==> src/divider_and_reload_timer_core_defines.svh <==
// Assertion macros for the divider and reload timer.
// Used by the core top level; expects signals clk and rst in scope.
`ifndef DIVIDER_AND_RELOAD_TIMER_CORE_DEFINES_SVH
`define DIVIDER_AND_RELOAD_TIMER_CORE_DEFINES_SVH

// Same-cycle implication, checked out of reset
`define DRT_ASSERT_NOW(label, ante, cons, msg) \
  label: assert property (@(posedge clk) disable iff (rst) (ante) |-> (cons)) else $error(msg);

// Next-cycle implication, checked out of reset
`define DRT_ASSERT_NEXT(label, ante, cons, msg) \
  label: assert property (@(posedge clk) disable iff (rst) (ante) |=> (cons)) else $error(msg);

`endif

==> src/drt_pkg.sv <==
// Shared types and constants for the divider and reload timer.
// No dependencies.
package drt_pkg;

  // APB port geometry
  localparam int APB_ADDR_W = 4;
  localparam int APB_DATA_W = 32;

  // Configuration register indexes (byte address = 4 * index)
  localparam logic [1:0] CFG_CYCLES_PER_MS = 2'd0;
  localparam logic [1:0] CFG_DOUBLE_SPEED  = 2'd1;
  localparam logic [1:0] CFG_DIV_PERIOD    = 2'd2;

  // Configuration reset values
  localparam logic [15:0] RESET_CYCLES_PER_MS = 16'd4194;
  localparam logic [15:0] RESET_DIV_PERIOD    = 16'd256;

  // cycles_per_ms * 1000 fits in 26 bits
  localparam int          CPM_PROD_W = 26;
  localparam logic [9:0]  CPM_SCALE  = 10'd1000;

  // Item modes
  localparam logic [1:0] MODE_ADVANCE = 2'd0;
  localparam logic [1:0] MODE_READ    = 2'd1;
  localparam logic [1:0] MODE_WRITE   = 2'd2;

  // Timer register indexes
  localparam logic [1:0] REG_DIVIDER = 2'd0;
  localparam logic [1:0] REG_COUNTER = 2'd1;
  localparam logic [1:0] REG_RELOAD  = 2'd2;
  localparam logic [1:0] REG_CONTROL = 2'd3;

  typedef struct packed {
    logic [1:0] mode;
    logic [1:0] reg_index;
    logic [7:0] write_byte;
    logic [7:0] elapsed_cycles;
  } drt_in_t;

  typedef struct packed {
    logic [7:0] read_data;
    logic       timer_irq;
  } drt_out_t;

  // Configuration as seen by the step logic
  typedef struct packed {
    logic [CPM_PROD_W-1:0] cpm_x1000;
    logic                  double_speed;
    logic [15:0]           div_period;
  } drt_cfg_t;

endpackage

==> src/divider_and_reload_timer_core.sv <==
// Channel  | valid     | stall     | payload
// input    | in_valid  | in_stall  | in_data  (drt_in_t: mode, reg_index, write_byte, elapsed_cycles)
// output   | out_valid | out_stall | out_data (drt_out_t: read_data, timer_irq)
// config   | APB write: psel & penable & pwrite & pready, registers at 4 * index
//
// One transaction per cycle while the result is not stalled; stages: input register, result register.
// The timer state updates in a single pass while the input register moves to the result
// register. Reset (rst, synchronous) empties both stages and restores the config and timer registers.
// A stalled result holds; the input register fills behind it, then in_stall rises.
// Depends on drt_pkg, drt_cfg, drt_step and divider_and_reload_timer_core_defines.svh.
`include "divider_and_reload_timer_core_defines.svh"

module divider_and_reload_timer_core (
  input  logic                            clk,
  input  logic                            rst,
  input  logic                            in_valid,
  output logic                            in_stall,
  input  drt_pkg::drt_in_t                in_data,
  output logic                            out_valid,
  input  logic                            out_stall,
  output drt_pkg::drt_out_t               out_data,
  input  logic                            psel,
  input  logic                            penable,
  input  logic                            pwrite,
  input  logic [drt_pkg::APB_ADDR_W-1:0]  paddr,
  input  logic [drt_pkg::APB_DATA_W-1:0]  pwdata,
  output logic [drt_pkg::APB_DATA_W-1:0]  prdata,
  output logic                            pready
);
  import drt_pkg::*;

  drt_cfg_t cfg;
  drt_in_t  s1_item;
  drt_out_t step_result;
  logic     s1_valid;
  logic     advance;
  logic     step_en;

  drt_cfg u_cfg (
    .clk     (clk),
    .rst     (rst),
    .psel    (psel),
    .penable (penable),
    .pwrite  (pwrite),
    .paddr   (paddr),
    .pwdata  (pwdata),
    .prdata  (prdata),
    .pready  (pready),
    .cfg     (cfg)
  );

  drt_step u_step (
    .clk     (clk),
    .rst     (rst),
    .step_en (step_en),
    .item    (s1_item),
    .cfg     (cfg),
    .result  (step_result)
  );

  // Handshake
  assign advance  = !out_valid || !out_stall;
  assign step_en  = s1_valid && advance;
  assign in_stall = s1_valid && !advance;

  // Stage valid bits
  always_ff @(posedge clk) begin
    if (rst) begin
      s1_valid  <= 1'b0;
      out_valid <= 1'b0;
    end else begin
      if (advance) out_valid <= s1_valid;
      if (!in_stall) s1_valid <= in_valid;
    end
  end

  // Stage payloads
  always_ff @(posedge clk) begin
    if (in_valid && !in_stall) s1_item <= in_data;
    if (step_en) out_data <= step_result;
  end

  `DRT_ASSERT_NOW(a_stall_cause, in_stall, s1_valid && out_valid && out_stall, "input stalled without a blocked result")
  `DRT_ASSERT_NEXT(a_step_delivers, step_en, out_valid, "processed transaction did not reach the result register")
  `DRT_ASSERT_NEXT(a_s1_holds, s1_valid && !advance, s1_valid && $stable(s1_item), "held input transaction changed")
  `DRT_ASSERT_NOW(a_irq_no_data, out_valid && out_data.timer_irq, out_data.read_data == 8'd0, "interrupt result carries read data")

endmodule

==> src/drt_cfg.sv <==
// APB configuration registers and the cycles_per_ms * 1000 product.
// Depends on drt_pkg.
module drt_cfg (
  input  logic                            clk,
  input  logic                            rst,
  input  logic                            psel,
  input  logic                            penable,
  input  logic                            pwrite,
  input  logic [drt_pkg::APB_ADDR_W-1:0]  paddr,
  input  logic [drt_pkg::APB_DATA_W-1:0]  pwdata,
  output logic [drt_pkg::APB_DATA_W-1:0]  prdata,
  output logic                            pready,
  output drt_pkg::drt_cfg_t               cfg
);
  import drt_pkg::*;

  logic [15:0]           cycles_per_ms;
  logic                  double_speed;
  logic [15:0]           div_period;
  logic [CPM_PROD_W-1:0] cpm_x1000;
  logic                  wr_en;
  logic [1:0]            reg_sel;

  assign pready  = 1'b1;
  assign wr_en   = psel && penable && pwrite;
  assign reg_sel = paddr[3:2];

  // Register writes
  always_ff @(posedge clk) begin
    if (rst) begin
      cycles_per_ms <= RESET_CYCLES_PER_MS;
      double_speed  <= 1'b0;
      div_period    <= RESET_DIV_PERIOD;
    end else if (wr_en) begin
      unique case (reg_sel)
        CFG_CYCLES_PER_MS: cycles_per_ms <= pwdata[15:0];
        CFG_DOUBLE_SPEED:  double_speed  <= pwdata[0];
        CFG_DIV_PERIOD:    div_period    <= pwdata[15:0];
        default: ;
      endcase
    end
  end

  // Scaled rate, follows the register directly
  assign cpm_x1000 = CPM_PROD_W'(cycles_per_ms) * CPM_PROD_W'(CPM_SCALE);

  // Read back
  always_comb begin
    unique case (reg_sel)
      CFG_CYCLES_PER_MS: prdata = APB_DATA_W'(cycles_per_ms);
      CFG_DOUBLE_SPEED:  prdata = APB_DATA_W'(double_speed);
      CFG_DIV_PERIOD:    prdata = APB_DATA_W'(div_period);
      default:           prdata = '0;
    endcase
  end

  assign cfg = '{cpm_x1000: cpm_x1000, double_speed: double_speed, div_period: div_period};

endmodule

==> src/drt_step.sv <==
// Timer state registers and the single-pass update for one transaction.
// Depends on drt_pkg.
module drt_step (
  input  logic                clk,
  input  logic                rst,
  input  logic                step_en,
  input  drt_pkg::drt_in_t    item,
  input  drt_pkg::drt_cfg_t   cfg,
  output drt_pkg::drt_out_t   result
);
  import drt_pkg::*;

  localparam int              ACC_W   = 17;
  localparam int              TICK_W  = 14;
  localparam logic [ACC_W:0]  ACC_MAX = 18'h1FFFF;

  typedef struct packed {
    logic             hit;
    logic [ACC_W-1:0] acc;
  } acc_res_t;

  // Add cycles, take one period off when reached, saturate
  function automatic acc_res_t accumulate(input logic [ACC_W-1:0] acc,
                                          input logic [7:0]       cycles,
                                          input logic [ACC_W-1:0] period);
    logic [ACC_W:0] sum;
    acc_res_t       res;
    sum     = {1'b0, acc} + (ACC_W+1)'(cycles);
    res.hit = (sum >= {1'b0, period});
    if (res.hit) sum = sum - {1'b0, period};
    if (sum > ACC_MAX) sum = ACC_MAX;
    res.acc = sum[ACC_W-1:0];
    return res;
  endfunction

  logic [7:0]       divider, divider_next;
  logic [7:0]       counter, counter_next;
  logic [7:0]       reload_value, reload_value_next;
  logic [7:0]       control, control_next;
  logic [ACC_W-1:0] divider_accum, divider_accum_next;
  logic [ACC_W-1:0] counter_accum, counter_accum_next;

  logic [4:0]            tick_shift;
  logic [CPM_PROD_W-1:0] tick_full;
  logic [TICK_W-1:0]     tick_period;
  logic [7:0]            counter_inc;
  acc_res_t              div_res;
  acc_res_t              cnt_res;

  // Tick period from the control rate select and speed mode
  always_comb begin
    case (control[1:0])
      2'd0:    tick_shift = 5'd12;
      2'd1:    tick_shift = 5'd18;
      2'd2:    tick_shift = 5'd16;
      default: tick_shift = 5'd14;
    endcase
    tick_full   = cfg.cpm_x1000 >> (tick_shift + 5'(cfg.double_speed));
    tick_period = tick_full[TICK_W-1:0];
  end

  assign div_res     = accumulate(divider_accum, item.elapsed_cycles, ACC_W'(cfg.div_period));
  assign cnt_res     = accumulate(counter_accum, item.elapsed_cycles, ACC_W'(tick_period));
  assign counter_inc = counter + 8'd1;

  // Next state and result
  always_comb begin
    divider_next       = divider;
    counter_next       = counter;
    reload_value_next  = reload_value;
    control_next       = control;
    divider_accum_next = divider_accum;
    counter_accum_next = counter_accum;
    result             = '0;
    case (item.mode)
      MODE_ADVANCE: begin
        divider_accum_next = div_res.acc;
        if (div_res.hit) divider_next = divider + 8'd1;
        if (control[2]) begin
          counter_accum_next = cnt_res.acc;
          if (cnt_res.hit) begin
            if (counter_inc == 8'd0) begin
              counter_next     = reload_value;
              result.timer_irq = 1'b1;
            end else begin
              counter_next = counter_inc;
            end
          end
        end
      end
      MODE_READ: begin
        unique case (item.reg_index)
          REG_DIVIDER: result.read_data = divider;
          REG_COUNTER: result.read_data = counter;
          REG_RELOAD:  result.read_data = reload_value;
          REG_CONTROL: result.read_data = control;
          default:     result.read_data = '0;
        endcase
      end
      MODE_WRITE: begin
        unique case (item.reg_index)
          REG_DIVIDER: divider_next      = '0;
          REG_COUNTER: counter_next      = item.write_byte;
          REG_RELOAD:  reload_value_next = item.write_byte;
          REG_CONTROL: control_next      = item.write_byte;
          default: ;
        endcase
      end
      default: ;
    endcase
  end

  // State registers
  always_ff @(posedge clk) begin
    if (rst) begin
      divider       <= '0;
      counter       <= '0;
      reload_value  <= '0;
      control       <= '0;
      divider_accum <= '0;
      counter_accum <= '0;
    end else if (step_en) begin
      divider       <= divider_next;
      counter       <= counter_next;
      reload_value  <= reload_value_next;
      control       <= control_next;
      divider_accum <= divider_accum_next;
      counter_accum <= counter_accum_next;
    end
  end

endmodule

==> config.mk <==
export PLATFORM = sky130hd
export DESIGN_NAME = divider_and_reload_timer_core
export DESIGN_NICKNAME = d
export VERILOG_FILES = /design/src/drt_pkg.sv /design/src/divider_and_reload_timer_core.sv /design/src/drt_cfg.sv /design/src/drt_step.sv
export VERILOG_INCLUDE_DIRS = /design/src /design/src/src
export SDC_FILE = /design/constraint.sdc
export NUM_CORES = 1
export LEC_CHECK = 0
export ABC_AREA = 1
export ABC_CLOCK_PERIOD_IN_PS = 11270
export BUFFER_PORTS_ARGS = -buffer_cell sky130_fd_sc_hd__buf_4
export CORE_UTILIZATION = 35
export DETAILED_ROUTE_END_ITERATION = 8
export GPL_TIMING_DRIVEN = 0
export PLACE_DENSITY_LB_ADDON = 0.12
export RECOVER_POWER = 100
export SETUP_SLACK_MARGIN = 0.15
export SKIP_LAST_GASP = 1
export SLEW_MARGIN = 20
export SYNTH_ARGS = -nofsm -noshare
export SYNTH_HDL_FRONTEND = slang
export SYNTH_SLANG_ARGS = --single-unit
==> constraint.sdc <==
create_clock -name clk -period 11.27 [get_ports clk]
set_clock_uncertainty 0.05 [all_clocks]
set_input_delay 2.254 -clock clk [delete_from_list [all_inputs] [get_ports clk]]
set_output_delay 2.254 -clock clk [all_outputs]
set_load 0.02 [all_outputs]
==> results of run 1 <==
## Yosys cell counts, types with 3 or more instances
library cell	instances
buf_6	4
edfxtp_1	29
a21oi_1	130
o211ai_1	4
dfxtp_1	101
nor4_1	3
a21oi_2	10
o22ai_1	5
nand2_2	10
inv_1	230
nand3_2	6
fa_1	58
a21o_1	8
nor3_1	17
nor2_2	7
a221oi_1	5
inv_2	8
nand4_1	21
nand2_4	5
nand3_1	118
nor2_1	188
o21bai_1	8
xor2_1	35
o21ai_0	141
ha_1	102
o21ai_1	4
or2_2	4
buf_4	19
xnor2_1	27
clkbuf_1	32
nand2_1	379
nand3b_1	5
a31oi_1	6
## cell families (layout without fill, tap and decap cells)
group | after synthesis | after routing | synth area share (%)
XOR/XNOR | 63 | 63 | 4.66
flip-flops | 130 | 130 | 23.6
buffers and inverters | 296 | 398 | 9.92
other | 2 | 17 | 0.0613
AO/OA/AOI/OAI | 329 | 329 | 14.7
adder cells (fa/ha/maj) | 160 | 160 | 19.9
AND/OR/NAND/NOR | 771 | 771 | 27.2
## flip-flops by register name, indices dropped and copies added (netlist names)
| name | flops |
|---|---|
| u_step.divider_accum | 17 |
| s1_item | 20 |
| s1_valid | 1 |
| u_step.divider | 8 |
| u_step.counter_accum | 17 |
| u_cfg.div_period | 16 |
| u_cfg.cycles_per_ms | 16 |
| out_data | 9 |
| u_step.reload_value | 8 |
| u_step.counter | 8 |
| u_step.control | 8 |
| out_valid | 1 |
| u_cfg.double_speed | 1 |
## power groups by stage
stage / Combinational, mW / Clock [mW] / Sequential, mW
2_1_floorplan: 0.693 / 0 / 0.511
3_3_place_gp: 0.899 / 0 / 0.515
3_5_place_dp: 0.900 / 0 / 0.515
4_1_cts: 0.907 / 0.532 / 0.504
5_1_grt: 1.02 / 0.552 / 0.506
6_report: 0.887 / 0.517 / 0.504
## per-stage QoR
| step | worst slack (ns) | cells |
|---|---|---|
| after floorplan | 5.23 | 1766 |
| after global placement | 4.24 | 2291 |
| after detailed placement | 4.23 | 2291 |
| after CTS | 4.21 | 2323 |
| after global routing | 2.62 | 2323 |
| final | 3.35 | 2323 |
## how the worst max path moves through the flow
| stage | from | to | depth (start not counted) |
|---|---|---|---|
| after floorplan | u_cfg.cycles_per_ms[7] | u_step.counter_accum[11] | 32 |
| after CTS | u_cfg.cycles_per_ms[7] | u_step.counter_accum[13] | 32 |
| after global routing | u_cfg.cycles_per_ms[8] | u_step.counter_accum[10] | 32 |
| after detailed placement | u_cfg.cycles_per_ms[7] | u_step.counter_accum[13] | 32 |
| final | u_cfg.cycles_per_ms[7] | u_step.counter_accum[5] | 32 |
| after global placement | u_cfg.cycles_per_ms[7] | u_step.counter_accum[13] | 32 |
## worst max-delay path: cells and delay by family (launching register included)
kind | cells | cell delay [ns]
AO/OA/AOI/OAI | 5 | 1.08
buffers and inverters | 6 | 0.93
flip-flops | 1 | 0.65
adder cells (fa/ha/maj) | 7 | 2.93
AND/OR/NAND/NOR | 14 | 2.13
## cell type report
class                      count  share of cell area, %
buffer                        57                   2.11
sequential                   130                   21.0
inverter                     239                   6.52
multi-input combinational   1340                   59.1
clock buffer                  17                   3.09
clock inverter                15                  0.910
tap                          455                   4.14
timing repair buffer          70                   3.06
## layer usage
metal | up-vias | wire length, um
met2 | 142 | 16300
met4 | 0 | 513
met1 | 5240 | 17000
met3 | 32 | 774
li1 | 5894 | -
met5 | - | 0
==> results.toml, run 1 <==
[timing]
timing.final.crit_share_pct = 70.3
drv_slew = 0
worstMarginPinSlew_ns = 0.827
max-slew-margin-rel_pct = 44.8
fin_setup_tns_ns = 0
grt_setup_unrepaired = "no"
hold_violations = 0
setup_viol = 0
whs_ns = 0.431
fmax_mhz = 126
min_period_ns = 7.92

[setup_path]
r2r.worst_path.cells = 32
cp-start-kind = "register"
r2r-start = "u_cfg.cycles_per_ms[7]"
timing.rr.end = "u_step.counter_accum[5]"
slowest_delay_ns = 0.65
crit_type = "register to register"
crit_path_max_fanout = 10
arrival_ns = 8.16
cp_data_required_time_ns = 11.50
cp_slowest_cell = "dfxtp_1"
rrSetupSlack_ns = 3.35
endpoint_kind = "register"

[pwr]
p_per_area_nw_per_um2 = 139
power.internal_mw = 1.09
total_power_mw = 1.91
p_switching_mw = 0.817
seq_power_share_pct = 26.4
irDropWorstVdd_mv = 0.105
p_comb_share_pct = 46.5
clkPwrFrac_pct = 27.1
leakage_nw = 6.64
p_sw_share_pct = 42.8

[final_layout]
layout_commonest_cell = "nand2_1"
syn2layout_area_growth_pct = 12.2
diodes = 0
final_cell_mix = "nand2_1 (384), inv_1 (231), nor2_1 (191)"
design_area_sq_um = 13700
utilization_pct = 39.9
finalNetCount = 2078
fillers = 3707
layout-drive-gt1-share_pct = 7.33
multi_input_area_sq_um = 8130
seq_area_sq_um = 2890

[outcome]
status = "complete, no violations"

[route]
initialDrtViolationCount = 658
wl_mm = 34.5
ant_nets = 0
wl_per_cell_um = 14.9
dr.pass1.iters = 5
vias = 11308
vias_per_cell = 4.87
drc = 0

[global_routing]
grt_start_max_net_pins = 21
track_usage_pct = 20.0
grt_first_pass_wirelength_mm = 57.0
grtUsageMet1_pct = 26.7
top_usage_layer = "met2"
gr-total-overflow = 0
grt_antenna_before_repair = 0
grtUsageMet3_pct = 1.96
use_met2_pct = 34.5
grt_pass1_vias = 11201

[floorplanning]
core_region_area_sq_um = 34500
top_level_ports = 107
rows = 68
dieArea_sq_um = 35800
die_y_um = 189
start_util_pct = 35.6
die_x_um = 189

[synthesis]
ys_seq_area_share_pct = 23.6
ys_types = 50
synth_area_leaders = "dfxtp_1 (17%), nand2_1 (12%), ha_1 (10%), fa_1 (9.5%), edfxtp_1 (7.1%)"
synth_top_area_share_pct = 16.5
synth-main-ff-cell = "dfxtp_1"
synth_edf_count = 29
ys_seq_elements = 130
yosysTopAreaCell = "dfxtp_1"
yosys_warnings = 0
async_flop_share_pct = 0
synth_area_sq_um = 12300
syn_area_per_cell_sq_um = 7.00
syn_inst = 1751

[placement]
io_buffers = 70
placed_area_sq_um = 13400
place_congestion = 0.907
post-dp-hpwl_mm = 28.9

[clock_network]
root_buffer = "clkbuf_16"
insertion_delay_ns = 0.43
cts_resized = 0
cts_setup_buffers = 0
holdBufCountCts = 0
cts_tree = "done"
numCtsBuffers = 17
cts_sinks = 130
clock_path_buffers = 2
clk_pin_slew_ns = 0.06
cts-htree-levels = 4

[worst_hold_path]
hold_path.class = "register to register"
whs_path_depth = 2
hold_end = "out_valid"
hp-start = "s1_valid"

[run]
cap_violations = 0
No activity file was read; power rests on OpenSTA's default activity.
==> run 2, diff against run 1 <==
--- a/config.mk
+++ b/config.mk
@@ -7,7 +7,7 @@
 export NUM_CORES = 1
 export LEC_CHECK = 0
 export ABC_AREA = 1
-export ABC_CLOCK_PERIOD_IN_PS = 11270
+export ABC_CLOCK_PERIOD_IN_PS = 7700
 export BUFFER_PORTS_ARGS = -buffer_cell sky130_fd_sc_hd__buf_4
 export CORE_UTILIZATION = 35
 export DETAILED_ROUTE_END_ITERATION = 8
==> constraint.sdc (replaced) <==
create_clock -name clk -period 7.7 [get_ports clk]
set_clock_uncertainty 0.05 [all_clocks]
set_input_delay 1.54 -clock clk [delete_from_list [all_inputs] [get_ports clk]]
set_output_delay 1.54 -clock clk [all_outputs]
set_load 0.02 [all_outputs]
==> run 2 against run 1 <==
  * Count of clock-buffer cells in the layout unchanged
  * Maximum frequency increased by 12%
  * Final area increased by 0.35%
  * Via count about the same
  * Worst hold slack got worse by 0.00093 ns
  * Global-route usage unchanged
  * Largest cell class unchanged
  * Flip-flop and latch count unchanged
  * Sequential share of layout area about the same
  * Clock power increased by 46%
==> results.toml, run 2 (same netlist as run 1, synthesis figures left out) <==
[setup_path]
crit_type = "register to register"
cp_data_required_time_ns = 7.96
timing.rr.end = "u_step.counter_accum[6]"
cp_slowest_cell = "dfxtp_1"
r2r-start = "u_cfg.cycles_per_ms[6]"
endpoint_kind = "register"
crit_family = "adder cells"
path_buf_inv = 6
path_common_cell = "fa_1"
slowest_delay_ns = 0.67
cp-start-kind = "register"
arrival_ns = 7.36
rrSetupSlack_ns = 0.60
crit_path_max_fanout = 10
r2r.worst_path.cells = 32

[timing]
timing.final.crit_share_pct = 92.1
drv_slew = 0
fin_setup_tns_ns = 0
worstMarginPinSlew_ns = 0.824
fmax_mhz = 141
setup_viol = 0
max-slew-margin-rel_pct = 45.0
grt_setup_unrepaired = "no"
hold_violations = 0
min_period_ns = 7.10

[global_routing]
grt_antenna_before_repair = 0
grt_pass1_vias = 11201
gr-total-overflow = 0
grt_start_max_net_pins = 21
track_usage_pct = 20.0
grt_first_pass_wirelength_mm = 57.0

[floorplanning]
die_y_um = 189
top_level_ports = 107
die_x_um = 189
rows = 68
core_region_area_sq_um = 34500
dieArea_sq_um = 35800
start_util_pct = 35.6

[final_layout]
finalNetCount = 2078
layout_commonest_cell = "nand2_1"
top_register = "s1_item"
syn2layout_area_growth_pct = 12.6
final_cell_mix = "nand2_1 (381), inv_1 (231), nor2_1 (190)"
diodes = 0
layout-drive-gt1-share_pct = 7.87
largest_register_ffs = 20
fin_cells = 2323
reg.largest.list = "s1_item (20), u_step.counter_accum (17), u_step.divider_accum (17)"

[route]
vias_per_cell = 4.87
met2_length_mm = 16.3
wl_mm = 34.5
vias = 11309
wl_per_cell_um = 14.8
top_layer_used = "met4"
initialDrtViolationCount = 653
wl_met1_mm = 16.8
drc = 0
wl_met3_um = 880
ant_nets = 0
dr.pass1.iters = 5

[clock_network]
holdBufCountCts = 0
cts_sinks = 130
numCtsBuffers = 17
cts_tree = "done"
clk_pin_slew_ns = 0.06
clock_path_buffers = 2
root_buffer = "clkbuf_16"
cts-htree-levels = 4
insertion_delay_ns = 0.43
cts_setup_buffers = 0

[pwr]
p_sw_share_pct = 42.7
leakage_nw = 6.66
clkPwrFrac_pct = 27.0
power.internal_mw = 1.61
irDropWorstVdd_mv = 0.154
p_per_area_nw_per_um2 = 203
p_switching_mw = 1.20
p_comb_share_pct = 46.7
seq_power_share_pct = 26.3

[worst_hold_path]
hold_path.class = "register to register"
whs_path_depth = 2
hp-start = "s1_valid"
hold_end = "out_valid"

[placement]
place_inst = 2291
io_buffers = 70
place_congestion = 0.907
post-dp-hpwl_mm = 28.9

[outcome]
status = "complete, no violations"

[run]
cap_violations = 0
[run 2: worst register-to-register path, delay by kind of cell, from the launching register on]
| family | cells | cell delay, ns |
|---|---|---|
| adder cells (fa/ha/maj) | 7 | 2.88 |
| AND/OR/NAND/NOR | 14 | 1.87 |
| AO/OA/AOI/OAI | 5 | 1.02 |
| flip-flops | 1 | 0.67 |
| buffers and inverters | 6 | 0.51 |
[run 2: repair_timing]
item,in CTS,in global routing
gates resized for setup,0,3
hold endpoints to repair,0,0
endpoints found under the setup margin,0,12
[run 2: how the worst max path moves through the flow]
stage	start	end	cells after the start
finish	u_cfg.cycles_per_ms[6]	u_step.counter_accum[6]	32
global route	u_cfg.cycles_per_ms[6]	u_step.counter_accum[9]	32
CTS	u_cfg.cycles_per_ms[7]	u_step.counter_accum[13]	32
detailed placement	u_cfg.cycles_per_ms[7]	u_step.counter_accum[13]	32
global placement	u_cfg.cycles_per_ms[7]	u_step.counter_accum[13]	32
floorplan	u_cfg.cycles_per_ms[7]	u_step.counter_accum[11]	32
[run 2: power groups by stage]
| stage | Combinational [mW] | Clock (mW) | Sequential (mW) |
|---|---|---|---|
| after global routing | 1.50 | 0.808 | 0.740 |
| final | 1.31 | 0.757 | 0.738 |
| after global placement | 1.32 | 0 | 0.753 |
| after detailed placement | 1.32 | 0 | 0.753 |
| after floorplan | 1.01 | 0 | 0.747 |
| after CTS | 1.33 | 0.779 | 0.738 |
[run 2: routing by layer]
layer  vias up  GRT usage [%]
li1       5888              -
met1      5239           26.7
met2       150           34.5
met3        32           1.96
met4         0           5.12
met5         -              0
[run 2: metrics by stage]
stage	utilization [%]	hold WS [ns]	worst slack (ns)	power [mW]	cell area, sq um
after detailed placement	38.9	0.417	0.656	2.07	13400
final	40.0	0.430	0.605	2.81	13800
after global placement	38.9	0.411	0.672	2.07	13400
after floorplan	-	0.386	1.66	1.76	12300
after global routing	40.0	0.457	0.0969	3.05	13800
after CTS	40.5	0.427	0.644	2.84	14000
[run 2: area by class of cell]
class | instances | area, sq um
Clock buffer | 17 | 425
Multi-Input combinational cell | 1340 | 8150
Sequential cell | 130 | 2900
Clock inverter | 15 | 125
Fill cell | 3693 | 20700
Tap cell | 455 | 569
Buffer | 57 | 309
Inverter | 239 | 897
Timing Repair Buffer | 70 | 420
